===== src/design/umbrella_laplacian_smooth_step_top_macros.svh =====
// Assertion macros for the umbrella smoothing step block.
// Used by the top level; expects clk and arst_n in the including scope.
`ifndef UMBRELLA_LAPLACIAN_SMOOTH_STEP_TOP_MACROS_SVH
`define UMBRELLA_LAPLACIAN_SMOOTH_STEP_TOP_MACROS_SVH

// Same-cycle implication, disabled during reset.
`define ULSS_ASSERT_NOW(lbl, ante, cons, msg) \
	lbl: assert property (@(posedge clk) disable iff (!arst_n) (ante) |-> (cons)) \
		else $error(msg);

// Next-cycle implication, disabled during reset.
`define ULSS_ASSERT_NEXT(lbl, ante, cons, msg) \
	lbl: assert property (@(posedge clk) disable iff (!arst_n) (ante) |=> (cons)) \
		else $error(msg);

`endif


===== src/design/ulss_pkg.sv =====
// Package for the umbrella smoothing step block: widths, item types and control structs.
// No dependencies; used by every module of the block.
`timescale 1ns / 1ps

package ulss_pkg;

	// Field and datapath widths.
	localparam int COORD_W     = 32;
	localparam int GAIN_W      = 16;
	localparam int GAIN_FRAC   = 14;
	localparam int SUM_W       = 48;
	localparam int CNT_W       = 8;
	localparam int MAX_CORNERS = 192;
	localparam int NUM_AXES    = 3;
	localparam int AXIS_W      = 2;

	// Triangle count is corners / 3, done as a multiply by 171 / 512.
	localparam int TRI_RECIP   = 171;
	localparam int TRI_SHIFT   = 9;
	localparam int TRI_PROD_W  = 2 * CNT_W;
	localparam int TRI_W       = TRI_PROD_W - TRI_SHIFT;
	localparam int DVSR_W      = TRI_W + 1;
	localparam int TRI_MAX     = MAX_CORNERS / 3;

	// Divider, multiplier and final add widths.
	localparam int DIV_STEPS   = SUM_W;
	localparam int DCNT_W      = $clog2(DIV_STEPS);
	localparam int HALF_W      = SUM_W / 2;
	localparam int PART_W      = HALF_W + GAIN_W;
	localparam int PROD_W      = SUM_W + GAIN_W;
	localparam int FIN_W       = SUM_W + 2;

	// Reset value of the gain register (0.5 in Q1.14).
	localparam logic [GAIN_W-1:0] GAIN_RESET = GAIN_W'(8192);

	typedef logic [NUM_AXES-1:0][COORD_W-1:0] pos3_t;
	typedef logic [NUM_AXES-1:0][SUM_W-1:0]   sum3_t;

	typedef struct packed {
		logic signed [COORD_W-1:0] vertex_x;
		logic signed [COORD_W-1:0] vertex_y;
		logic signed [COORD_W-1:0] vertex_z;
		logic signed [COORD_W-1:0] corner_x;
		logic signed [COORD_W-1:0] corner_y;
		logic signed [COORD_W-1:0] corner_z;
		logic                      last_corner;
	} in_item_t;

	typedef struct packed {
		logic signed [COORD_W-1:0] new_x;
		logic signed [COORD_W-1:0] new_y;
		logic signed [COORD_W-1:0] new_z;
		logic                      no_triangles;
	} out_item_t;

	// Accumulator control from the sequencer.
	typedef struct packed {
		logic              en;
		logic              clear;
		logic [AXIS_W-1:0] axis;
	} acc_ctl_t;

	// Divider status back to the sequencer.
	typedef struct packed {
		logic busy;
		logic done;
	} div_sts_t;

endpackage


===== src/design/ulss_acc.sv =====
// Corner accumulator: three saturating 48-bit sums sharing one adder, plus the corner count.
// Depends on ulss_pkg.
`timescale 1ns / 1ps

module ulss_acc (
	input  logic                        clk,
	input  logic                        arst_n,
	input  ulss_pkg::acc_ctl_t          ctl,
	input  ulss_pkg::pos3_t             vertex,
	input  ulss_pkg::pos3_t             corner,
	output ulss_pkg::sum3_t             sums,
	output logic [ulss_pkg::TRI_W-1:0]  tri_cnt
);

	localparam int DIFF_W = ulss_pkg::COORD_W + 1;
	localparam int ACC_W  = ulss_pkg::SUM_W + 1;

	ulss_pkg::sum3_t                     sum_q;
	logic [ulss_pkg::CNT_W-1:0]          count_q;
	logic [ulss_pkg::COORD_W-1:0]        crn;
	logic [ulss_pkg::COORD_W-1:0]        vtx;
	logic [ulss_pkg::SUM_W-1:0]          cur;
	logic [DIFF_W-1:0]                   diff;
	logic [ACC_W-1:0]                    total;
	logic [ulss_pkg::SUM_W-1:0]          sat;
	logic [ulss_pkg::TRI_PROD_W-1:0]     tri_prod;

	// Shared adder: corner minus vertex added to the selected axis sum.
	always_comb begin
		crn   = corner[ctl.axis];
		vtx   = vertex[ctl.axis];
		cur   = sum_q[ctl.axis];
		diff  = {crn[ulss_pkg::COORD_W-1], crn} - {vtx[ulss_pkg::COORD_W-1], vtx};
		total = {cur[ulss_pkg::SUM_W-1], cur}
			+ {{(ACC_W-DIFF_W){diff[DIFF_W-1]}}, diff};
		if (total[ACC_W-1] != total[ACC_W-2]) begin
			sat = {total[ACC_W-1], {(ulss_pkg::SUM_W-1){~total[ACC_W-1]}}};
		end else begin
			sat = total[ulss_pkg::SUM_W-1:0];
		end
	end

	// Sums and count; the count steps once per item, on the first axis.
	always_ff @(posedge clk or negedge arst_n) begin
		if (!arst_n) begin
			sum_q   <= '0;
			count_q <= '0;
		end else if (ctl.clear) begin
			sum_q   <= '0;
			count_q <= '0;
		end else if (ctl.en) begin
			sum_q[ctl.axis] <= sat;
			if ((ctl.axis == '0) && (count_q < ulss_pkg::CNT_W'(ulss_pkg::MAX_CORNERS))) begin
				count_q <= count_q + ulss_pkg::CNT_W'(1);
			end
		end
	end

	// Whole triangles: count / 3 by reciprocal multiply, exact over the 8-bit range.
	always_comb begin
		tri_prod = ulss_pkg::TRI_PROD_W'(count_q) * ulss_pkg::TRI_PROD_W'(ulss_pkg::TRI_RECIP);
		tri_cnt  = tri_prod[ulss_pkg::TRI_PROD_W-1:ulss_pkg::TRI_SHIFT];
	end

	assign sums = sum_q;

endmodule


===== src/design/ulss_div.sv =====
// Restoring divider, one quotient bit per cycle, shared by the three axes.
// Depends on ulss_pkg.
`timescale 1ns / 1ps

module ulss_div (
	input  logic                        clk,
	input  logic                        arst_n,
	input  logic                        start,
	input  logic [ulss_pkg::SUM_W-1:0]  dividend,
	input  logic [ulss_pkg::DVSR_W-1:0] divisor,
	output ulss_pkg::div_sts_t          sts,
	output logic [ulss_pkg::SUM_W-1:0]  quotient
);

	logic [ulss_pkg::DVSR_W-1:0] rem_q;
	logic [ulss_pkg::DVSR_W-1:0] dvsr_q;
	logic [ulss_pkg::SUM_W-1:0]  quo_q;
	logic [ulss_pkg::DCNT_W-1:0] cnt_q;
	logic                        busy_q;
	logic                        done_q;
	logic [ulss_pkg::DVSR_W:0]   shifted;
	logic [ulss_pkg::DVSR_W:0]   trial;
	logic                        ge;

	// One step: shift in the next dividend bit and try a subtract.
	always_comb begin
		shifted = {rem_q, quo_q[ulss_pkg::SUM_W-1]};
		trial   = shifted - {1'b0, dvsr_q};
		ge      = (shifted >= {1'b0, dvsr_q});
	end

	// Control: a run of SUM_W steps, then a one-cycle done pulse.
	always_ff @(posedge clk or negedge arst_n) begin
		if (!arst_n) begin
			busy_q <= 1'b0;
			done_q <= 1'b0;
			cnt_q  <= '0;
		end else begin
			done_q <= 1'b0;
			if (start) begin
				busy_q <= 1'b1;
				cnt_q  <= '0;
			end else if (busy_q) begin
				cnt_q <= cnt_q + ulss_pkg::DCNT_W'(1);
				if (cnt_q == ulss_pkg::DCNT_W'(ulss_pkg::DIV_STEPS - 1)) begin
					busy_q <= 1'b0;
					done_q <= 1'b1;
				end
			end
		end
	end

	// Datapath: the dividend register fills with quotient bits as it drains.
	always_ff @(posedge clk) begin
		if (start) begin
			rem_q  <= '0;
			dvsr_q <= divisor;
			quo_q  <= dividend;
		end else if (busy_q) begin
			rem_q <= ge ? trial[ulss_pkg::DVSR_W-1:0] : shifted[ulss_pkg::DVSR_W-1:0];
			quo_q <= {quo_q[ulss_pkg::SUM_W-2:0], ge};
		end
	end

	assign sts.busy = busy_q;
	assign sts.done = done_q;
	assign quotient = quo_q;

endmodule


===== src/design/umbrella_laplacian_smooth_step_top.sv =====
// Top level of the umbrella smoothing step: sequencer, gain register, multiply and round.
// Depends on ulss_pkg, ulss_acc, ulss_div and the assertion macro header.
//
// Usage:
// Each input item on in_valid/in_ready carries the vertex and one triangle corner.
// Items with last_corner low only accumulate and give no result. An item with
// last_corner high closes the vertex and gives one result on out_valid/out_ready.
// The gain register is written on cfg_valid/cfg_ready (always ready); the user must
// write it only while idle, as the block does not enforce this. A corner item passes
// once per axis through the shared accumulator. A closing item then runs, one axis
// after another, through the bit-serial divider (a start, a step per quotient bit and a
// hand-off), a 24x16 multiply of the low then the high half, a rounding step and a
// saturating add, then loads the output register; with no whole triangle it goes
// straight to the output register. in_ready is high only between items.
// The result sits in an output register; a stalled receiver does not stop the
// next vertex from accumulating, only the next closing item waits for the slot.
// Reset clears the sums, the corner count and the output valid, and sets the
// gain to 0.5.
`timescale 1ns / 1ps
`include "umbrella_laplacian_smooth_step_top_macros.svh"

module umbrella_laplacian_smooth_step_top (
	input  logic                                clk,
	input  logic                                arst_n,
	input  logic                                in_valid,
	output logic                                in_ready,
	input  ulss_pkg::in_item_t                  in_data,
	output logic                                out_valid,
	input  logic                                out_ready,
	output ulss_pkg::out_item_t                 out_data,
	input  logic                                cfg_valid,
	output logic                                cfg_ready,
	input  logic signed [ulss_pkg::GAIN_W-1:0]  cfg_data
);

	typedef enum logic [3:0] {
		S_IDLE,
		S_ACC,
		S_DIV_GO,
		S_DIV_WAIT,
		S_MUL_LO,
		S_MUL_HI,
		S_RND,
		S_FIN,
		S_DONE
	} state_t;

	localparam logic [ulss_pkg::AXIS_W-1:0] LAST_AXIS = ulss_pkg::AXIS_W'(ulss_pkg::NUM_AXES - 1);
	localparam logic [ulss_pkg::PROD_W-1:0] ROUND_HALF =
		ulss_pkg::PROD_W'(1) << (ulss_pkg::GAIN_FRAC - 1);
	localparam int UPPER_W = ulss_pkg::FIN_W - ulss_pkg::COORD_W + 1;

	state_t                             state_q;
	logic [ulss_pkg::AXIS_W-1:0]        axis_q;
	logic                               out_valid_q;
	ulss_pkg::out_item_t                out_q;
	logic [ulss_pkg::GAIN_W-1:0]        gain_q;

	ulss_pkg::in_item_t                 item_q;
	ulss_pkg::pos3_t                    res_q;
	logic                               no_tri_q;
	logic                               neg_q;
	logic [ulss_pkg::SUM_W-1:0]         mag_q;
	logic [ulss_pkg::PART_W-1:0]        prod_lo_q;
	logic [ulss_pkg::PART_W-1:0]        prod_hi_q;
	logic [ulss_pkg::SUM_W-1:0]         qmag_q;

	ulss_pkg::acc_ctl_t                 acc_ctl;
	ulss_pkg::pos3_t                    vtx_a;
	ulss_pkg::pos3_t                    crn_a;
	ulss_pkg::sum3_t                    sums;
	logic [ulss_pkg::TRI_W-1:0]         tri_cnt;
	ulss_pkg::div_sts_t                 div_sts;
	logic                               div_start;
	logic [ulss_pkg::SUM_W-1:0]         dividend;
	logic [ulss_pkg::SUM_W-1:0]         quotient;

	logic [ulss_pkg::SUM_W-1:0]         sum_sel;
	logic [ulss_pkg::SUM_W-1:0]         sum_mag;
	logic [ulss_pkg::GAIN_W-1:0]        gain_mag;
	logic [ulss_pkg::HALF_W-1:0]        mul_a;
	logic [ulss_pkg::PART_W-1:0]        mul_p;
	logic [ulss_pkg::PROD_W-1:0]        rnd_sum;
	logic [ulss_pkg::COORD_W-1:0]       pos;
	logic [ulss_pkg::FIN_W-1:0]         pos_ext;
	logic [ulss_pkg::FIN_W-1:0]         q_ext;
	logic [ulss_pkg::FIN_W-1:0]         fin_sum;
	logic [UPPER_W-1:0]                 upper;
	logic [ulss_pkg::COORD_W-1:0]       fin_val;
	logic                               out_free;

	// Per-axis views of the held item; index 0 is x.
	assign vtx_a = {item_q.vertex_z, item_q.vertex_y, item_q.vertex_x};
	assign crn_a = {item_q.corner_z, item_q.corner_y, item_q.corner_x};

	assign out_free  = !out_valid_q || out_ready;
	assign in_ready  = (state_q == S_IDLE);
	assign cfg_ready = 1'b1;

	// Accumulator control.
	always_comb begin
		acc_ctl.en    = (state_q == S_ACC);
		acc_ctl.clear = (state_q == S_DONE) && out_free;
		acc_ctl.axis  = axis_q;
	end

	ulss_acc u_acc (
		.clk     (clk),
		.arst_n  (arst_n),
		.ctl     (acc_ctl),
		.vertex  (vtx_a),
		.corner  (crn_a),
		.sums    (sums),
		.tri_cnt (tri_cnt)
	);

	// Mean rounding: |sum| + triangles, divided by twice the triangles.
	always_comb begin
		sum_sel   = sums[axis_q];
		sum_mag   = sum_sel[ulss_pkg::SUM_W-1] ? (~sum_sel + ulss_pkg::SUM_W'(1)) : sum_sel;
		dividend  = sum_mag + ulss_pkg::SUM_W'(tri_cnt);
		div_start = (state_q == S_DIV_GO);
	end

	ulss_div u_div (
		.clk      (clk),
		.arst_n   (arst_n),
		.start    (div_start),
		.dividend (dividend),
		.divisor  ({tri_cnt, 1'b0}),
		.sts      (div_sts),
		.quotient (quotient)
	);

	// One 24x16 multiplier used twice per axis on the magnitudes.
	always_comb begin
		gain_mag = gain_q[ulss_pkg::GAIN_W-1] ? (~gain_q + ulss_pkg::GAIN_W'(1)) : gain_q;
		mul_a    = (state_q == S_MUL_HI) ? mag_q[ulss_pkg::SUM_W-1:ulss_pkg::HALF_W]
			: mag_q[ulss_pkg::HALF_W-1:0];
		mul_p    = ulss_pkg::PART_W'(mul_a) * ulss_pkg::PART_W'(gain_mag);
	end

	// Recombine the partial products and round half away from zero on the magnitude.
	assign rnd_sum = ulss_pkg::PROD_W'(prod_lo_q)
		+ {prod_hi_q, {ulss_pkg::HALF_W{1'b0}}} + ROUND_HALF;

	// Vertex plus signed scaled mean, saturated to 32 bits.
	always_comb begin
		pos     = vtx_a[axis_q];
		pos_ext = {{(ulss_pkg::FIN_W-ulss_pkg::COORD_W){pos[ulss_pkg::COORD_W-1]}}, pos};
		q_ext   = {{(ulss_pkg::FIN_W-ulss_pkg::SUM_W){1'b0}}, qmag_q};
		fin_sum = neg_q ? (pos_ext - q_ext) : (pos_ext + q_ext);
		upper   = fin_sum[ulss_pkg::FIN_W-1:ulss_pkg::COORD_W-1];
		if ((upper == '0) || (upper == '1)) begin
			fin_val = fin_sum[ulss_pkg::COORD_W-1:0];
		end else begin
			fin_val = {fin_sum[ulss_pkg::FIN_W-1],
				{(ulss_pkg::COORD_W-1){~fin_sum[ulss_pkg::FIN_W-1]}}};
		end
	end

	// Gain register.
	always_ff @(posedge clk or negedge arst_n) begin
		if (!arst_n) begin
			gain_q <= ulss_pkg::GAIN_RESET;
		end else if (cfg_valid && cfg_ready) begin
			gain_q <= cfg_data;
		end
	end

	// Sequencer with the output register.
	always_ff @(posedge clk or negedge arst_n) begin
		if (!arst_n) begin
			state_q     <= S_IDLE;
			axis_q      <= '0;
			out_valid_q <= 1'b0;
			out_q       <= '0;
		end else begin
			// The output slot fills from a finished vertex or empties when taken.
			if ((state_q == S_DONE) && out_free) begin
				out_valid_q <= 1'b1;
			end else if (out_ready) begin
				out_valid_q <= 1'b0;
			end
			case (state_q)
				S_IDLE: begin
					if (in_valid) begin
						axis_q  <= '0;
						state_q <= S_ACC;
					end
				end
				S_ACC: begin
					if (axis_q == LAST_AXIS) begin
						axis_q <= '0;
						if (!item_q.last_corner) begin
							state_q <= S_IDLE;
						end else if (tri_cnt == '0) begin
							state_q <= S_DONE;
						end else begin
							state_q <= S_DIV_GO;
						end
					end else begin
						axis_q <= axis_q + ulss_pkg::AXIS_W'(1);
					end
				end
				S_DIV_GO: begin
					state_q <= S_DIV_WAIT;
				end
				S_DIV_WAIT: begin
					if (div_sts.done) begin
						state_q <= S_MUL_LO;
					end
				end
				S_MUL_LO: begin
					state_q <= S_MUL_HI;
				end
				S_MUL_HI: begin
					state_q <= S_RND;
				end
				S_RND: begin
					state_q <= S_FIN;
				end
				S_FIN: begin
					if (axis_q == LAST_AXIS) begin
						axis_q  <= '0;
						state_q <= S_DONE;
					end else begin
						axis_q  <= axis_q + ulss_pkg::AXIS_W'(1);
						state_q <= S_DIV_GO;
					end
				end
				S_DONE: begin
					if (out_free) begin
						out_q.new_x        <= res_q[0];
						out_q.new_y        <= res_q[1];
						out_q.new_z        <= res_q[2];
						out_q.no_triangles <= no_tri_q;
						state_q            <= S_IDLE;
					end
				end
				default: begin
					state_q <= S_IDLE;
				end
			endcase
		end
	end

	// Datapath registers, loaded by state.
	always_ff @(posedge clk) begin
		if (state_q == S_IDLE && in_valid) begin
			item_q <= in_data;
		end
		if (state_q == S_ACC && axis_q == LAST_AXIS) begin
			no_tri_q <= (tri_cnt == '0);
			res_q    <= vtx_a;
		end
		if (state_q == S_DIV_GO) begin
			neg_q <= sum_sel[ulss_pkg::SUM_W-1] ^ gain_q[ulss_pkg::GAIN_W-1];
		end
		if (state_q == S_DIV_WAIT && div_sts.done) begin
			mag_q <= quotient;
		end
		if (state_q == S_MUL_LO) begin
			prod_lo_q <= mul_p;
		end
		if (state_q == S_MUL_HI) begin
			prod_hi_q <= mul_p;
		end
		if (state_q == S_RND) begin
			qmag_q <= rnd_sum[ulss_pkg::GAIN_FRAC +: ulss_pkg::SUM_W];
		end
		if (state_q == S_FIN) begin
			res_q[axis_q] <= fin_val;
		end
	end

	assign out_valid = out_valid_q;
	assign out_data  = out_q;

	// The block takes one item at a time.
	`ULSS_ASSERT_NEXT(a_one_item, in_valid && in_ready, !in_ready, "item accepted while busy")
	// The divider is started only when idle and finishes only while awaited.
	`ULSS_ASSERT_NOW(a_div_start, div_start, !div_sts.busy, "divider restarted while busy")
	`ULSS_ASSERT_NOW(a_div_done, div_sts.done, state_q == S_DIV_WAIT, "divider result unclaimed")
	// A finished vertex always lands in the output register.
	`ULSS_ASSERT_NEXT(a_result_out, (state_q == S_DONE) && out_free, out_valid, "result lost")
	// The triangle count stays within the corner limit.
	`ULSS_ASSERT_NOW(a_tri_range, 1'b1, tri_cnt <= ulss_pkg::TRI_W'(ulss_pkg::TRI_MAX), "count overrun")

endmodule


===== config.mk =====
export PLATFORM = sky130hd
export DESIGN_NAME = umbrella_laplacian_smooth_step_top
export DESIGN_NICKNAME = d
export VERILOG_FILES = /design/src/design/ulss_pkg.sv /design/src/design/ulss_acc.sv /design/src/design/ulss_div.sv /design/src/design/umbrella_laplacian_smooth_step_top.sv
export VERILOG_INCLUDE_DIRS = /design/src /design/src/design
export SDC_FILE = /design/constraint.sdc
export NUM_CORES = 2
export LEC_CHECK = 0
export BUFFER_PORTS_ARGS = -buffer_cell sky130_fd_sc_hd__buf_2
export CAP_MARGIN = 0
export CORE_MARGIN = 3
export CORE_UTILIZATION = 55
export DETAILED_ROUTE_END_ITERATION = 8
export GPL_ROUTABILITY_DRIVEN = 0
export PLACE_DENSITY_LB_ADDON = 0.3
export SLEW_MARGIN = 0
export SYNTH_ARGS = -nofsm -noshare
export SYNTH_HDL_FRONTEND = slang
export SYNTH_HIERARCHICAL = 1
export SYNTH_SLANG_ARGS = --single-unit
export TNS_END_PERCENT = 30

===== constraint.sdc =====
create_clock -name clk -period 27.1 [get_ports clk]
set_input_delay 4.065 -clock clk [delete_from_list [all_inputs] [get_ports clk]]
set_output_delay 4.065 -clock clk [all_outputs]
set_load 0.01 [all_outputs]

==> out/metrics.yaml <==
hold_start: "u_div/quotient[2]"
slew_viol_final: 0
hold_viol: 0
hpwl_microns: 131000
crit_type: "reg -> reg"
r2r_end: "prod_lo_q[39]"
worstPathArrival_ns: 9.90
syn_inst: 6206
slowest_stage: "xor2_1"
tightestPinTransition_ns: 1.40
core_sq_mm: 0.106
max_cap_violations: 0
drc_errors: 0
dpl_cell_area_sq_mm: 0.0619
worst_slack_ns: 17.62
grt-ovfl-total: 0
syn_area_sq_mm: 0.0591
area_growth_pct: 9.87
grt_setup_unrepaired: "false"
cp-end-kind: "register"
antenna_found_initial: 0
outcome: "complete, no violations"
hold_buffers: 0
die_w_microns: 334
cts_root_buf: "clkbuf_16"
rows: 119
rr_worst_depth: 28
synth.net_count: 7077
tns_ns: 0
dr.first_iter.drc_count: 5451
grt_pass1_vias: 46800
antenna_cells: 0
nFillCells: 8672
fin_area_sq_mm: 0.0649
drive_gt1_share_pct: 10.9
grt_max_degree: 161
dr.pass1.iters: 6
cts_buffers: 87
wl_microns: 178000
slowest_delay_ns: 0.97
grt_pass1_wl_microns: 273000
fmax_mhz: 106
cts.sinks: 796
path_clk_slew_ns: 0.06
cts_setup_buffers: 0
clockBufferDepth: 3
initial_utilization_pct: 55.8
wl_per_cell_microns: 22.7
holdPathStages: 0
crit_fanout: 16
cts_tree: "yes"
ios: 314
port_buffers: 312
r2r-start: "gain_q[0]"
ant_nets: 0
vias_per_cell: 6.16
ys_warn_count: 6
setup_viol_count_final: 0
cp-start-kind: "register"
cts_resized: 0
fp.dieH_microns: 334
num_vias: 48200
postSynthAreaPerCell_sq_um: 9.52
fp.dieArea_sq_mm: 0.111
required_ns: 27.53
r2r_slack_ns: 17.62
crit_top_cell: "fa_1"
clock_skew_ns: 0.0441
worst_hold_slack_ns: 0.428
clk_latency_ns: 0.69
fin_crit_sh_pct: 35.0
hold_path_class: "reg -> reg"
cts.htree.levels: 3
pre_cts_slack_ns: 17.82
hold_end: "mag_q[2]"
slew_headroom_pct: 5.57
fin_nets: 7237
track_usage_pct: 31.3
finalCriticalPeriod_ns: 9.48
## per-layer routing
layer	share of wire, %	vias up	wire length, microns	GRT usage (%)
li1	-	21800	-	-
met1	39	23400	69500	41.3
met2	45	2592	80600	49.4
met3	10	458	18200	7.28
met4	5.2	0	9310	14.4
met5	0	-	0	0
## how the worst max path moves through the flow
stage                     from       endpoint
floorplan           state_q[2]  prod_lo_q[39]
global placement     gain_q[0]  prod_lo_q[39]
detailed placement   gain_q[0]  prod_lo_q[39]
CTS                  gain_q[0]  prod_lo_q[39]
global route        state_q[3]  prod_lo_q[36]
finish               gain_q[0]  prod_lo_q[39]
## flip-flops by register name, indices dropped and copies added (netlist names), 27 cells and up
name,cells
u_acc/sums,144
prod_lo_q,27
u_div/quotient,48
res_q,96
qmag_q,48
crn_a,96
item_q,97
out_data,97
mag_q,48
prod_hi_q,38
## final cells by class
| type | instances | area, sq um | share of cell area [%] |
|---|---|---|---|
| inverters | 548 | 2060 | 3.17 |
| clock inverters | 57 | 627 | 0.966 |
| flip-flops and latches | 796 | 21500 | 33.1 |
| well taps | 1391 | 1740 | 2.68 |
| repair buffers | 387 | 2170 | 3.35 |
| clock buffers | 106 | 2330 | 3.59 |
| multi-input cells | 4546 | 34500 | 53.2 |
## worst max-delay path, delay by kind of cell, from the launching register on
kind / cells / cell delay [ns]
adder cells (fa/ha/maj): 7 / 3.24
AND/OR/NAND/NOR: 8 / 2.09
AO/OA/AOI/OAI: 7 / 1.52
XOR/XNOR: 2 / 1.07
buffers and inverters: 4 / 0.67
flip-flops: 1 / 0.60
## through the flow
step / std cells / utilization, %
final: 7831 / 61.3
after CTS: 7831 / 61.3
after floorplan: 6206 / -
after global routing: 7831 / 61.3
after detailed placement: 7668 / 58.5
after global placement: 7668 / 58.5
## layout by cell type (no fill, tap or decap), types with 213 or more instances in the layout
| master | count |
|---|---|
| nand2_1 | 1058 |
| inv_1 | 546 |
| nor2_1 | 431 |
| edfxtp_1 | 412 |
| fa_1 | 369 |
| a21oi_1 | 353 |
| buf_2 | 311 |
| ha_1 | 288 |
| dfrtp_1 | 277 |
| o21ai_0 | 256 |
| mux2i_1 | 225 |
| xnor2_1 | 213 |
Power is not shown: default switching activity piles up to over one toggle a cycle in this logic, so the estimate is an artifact.
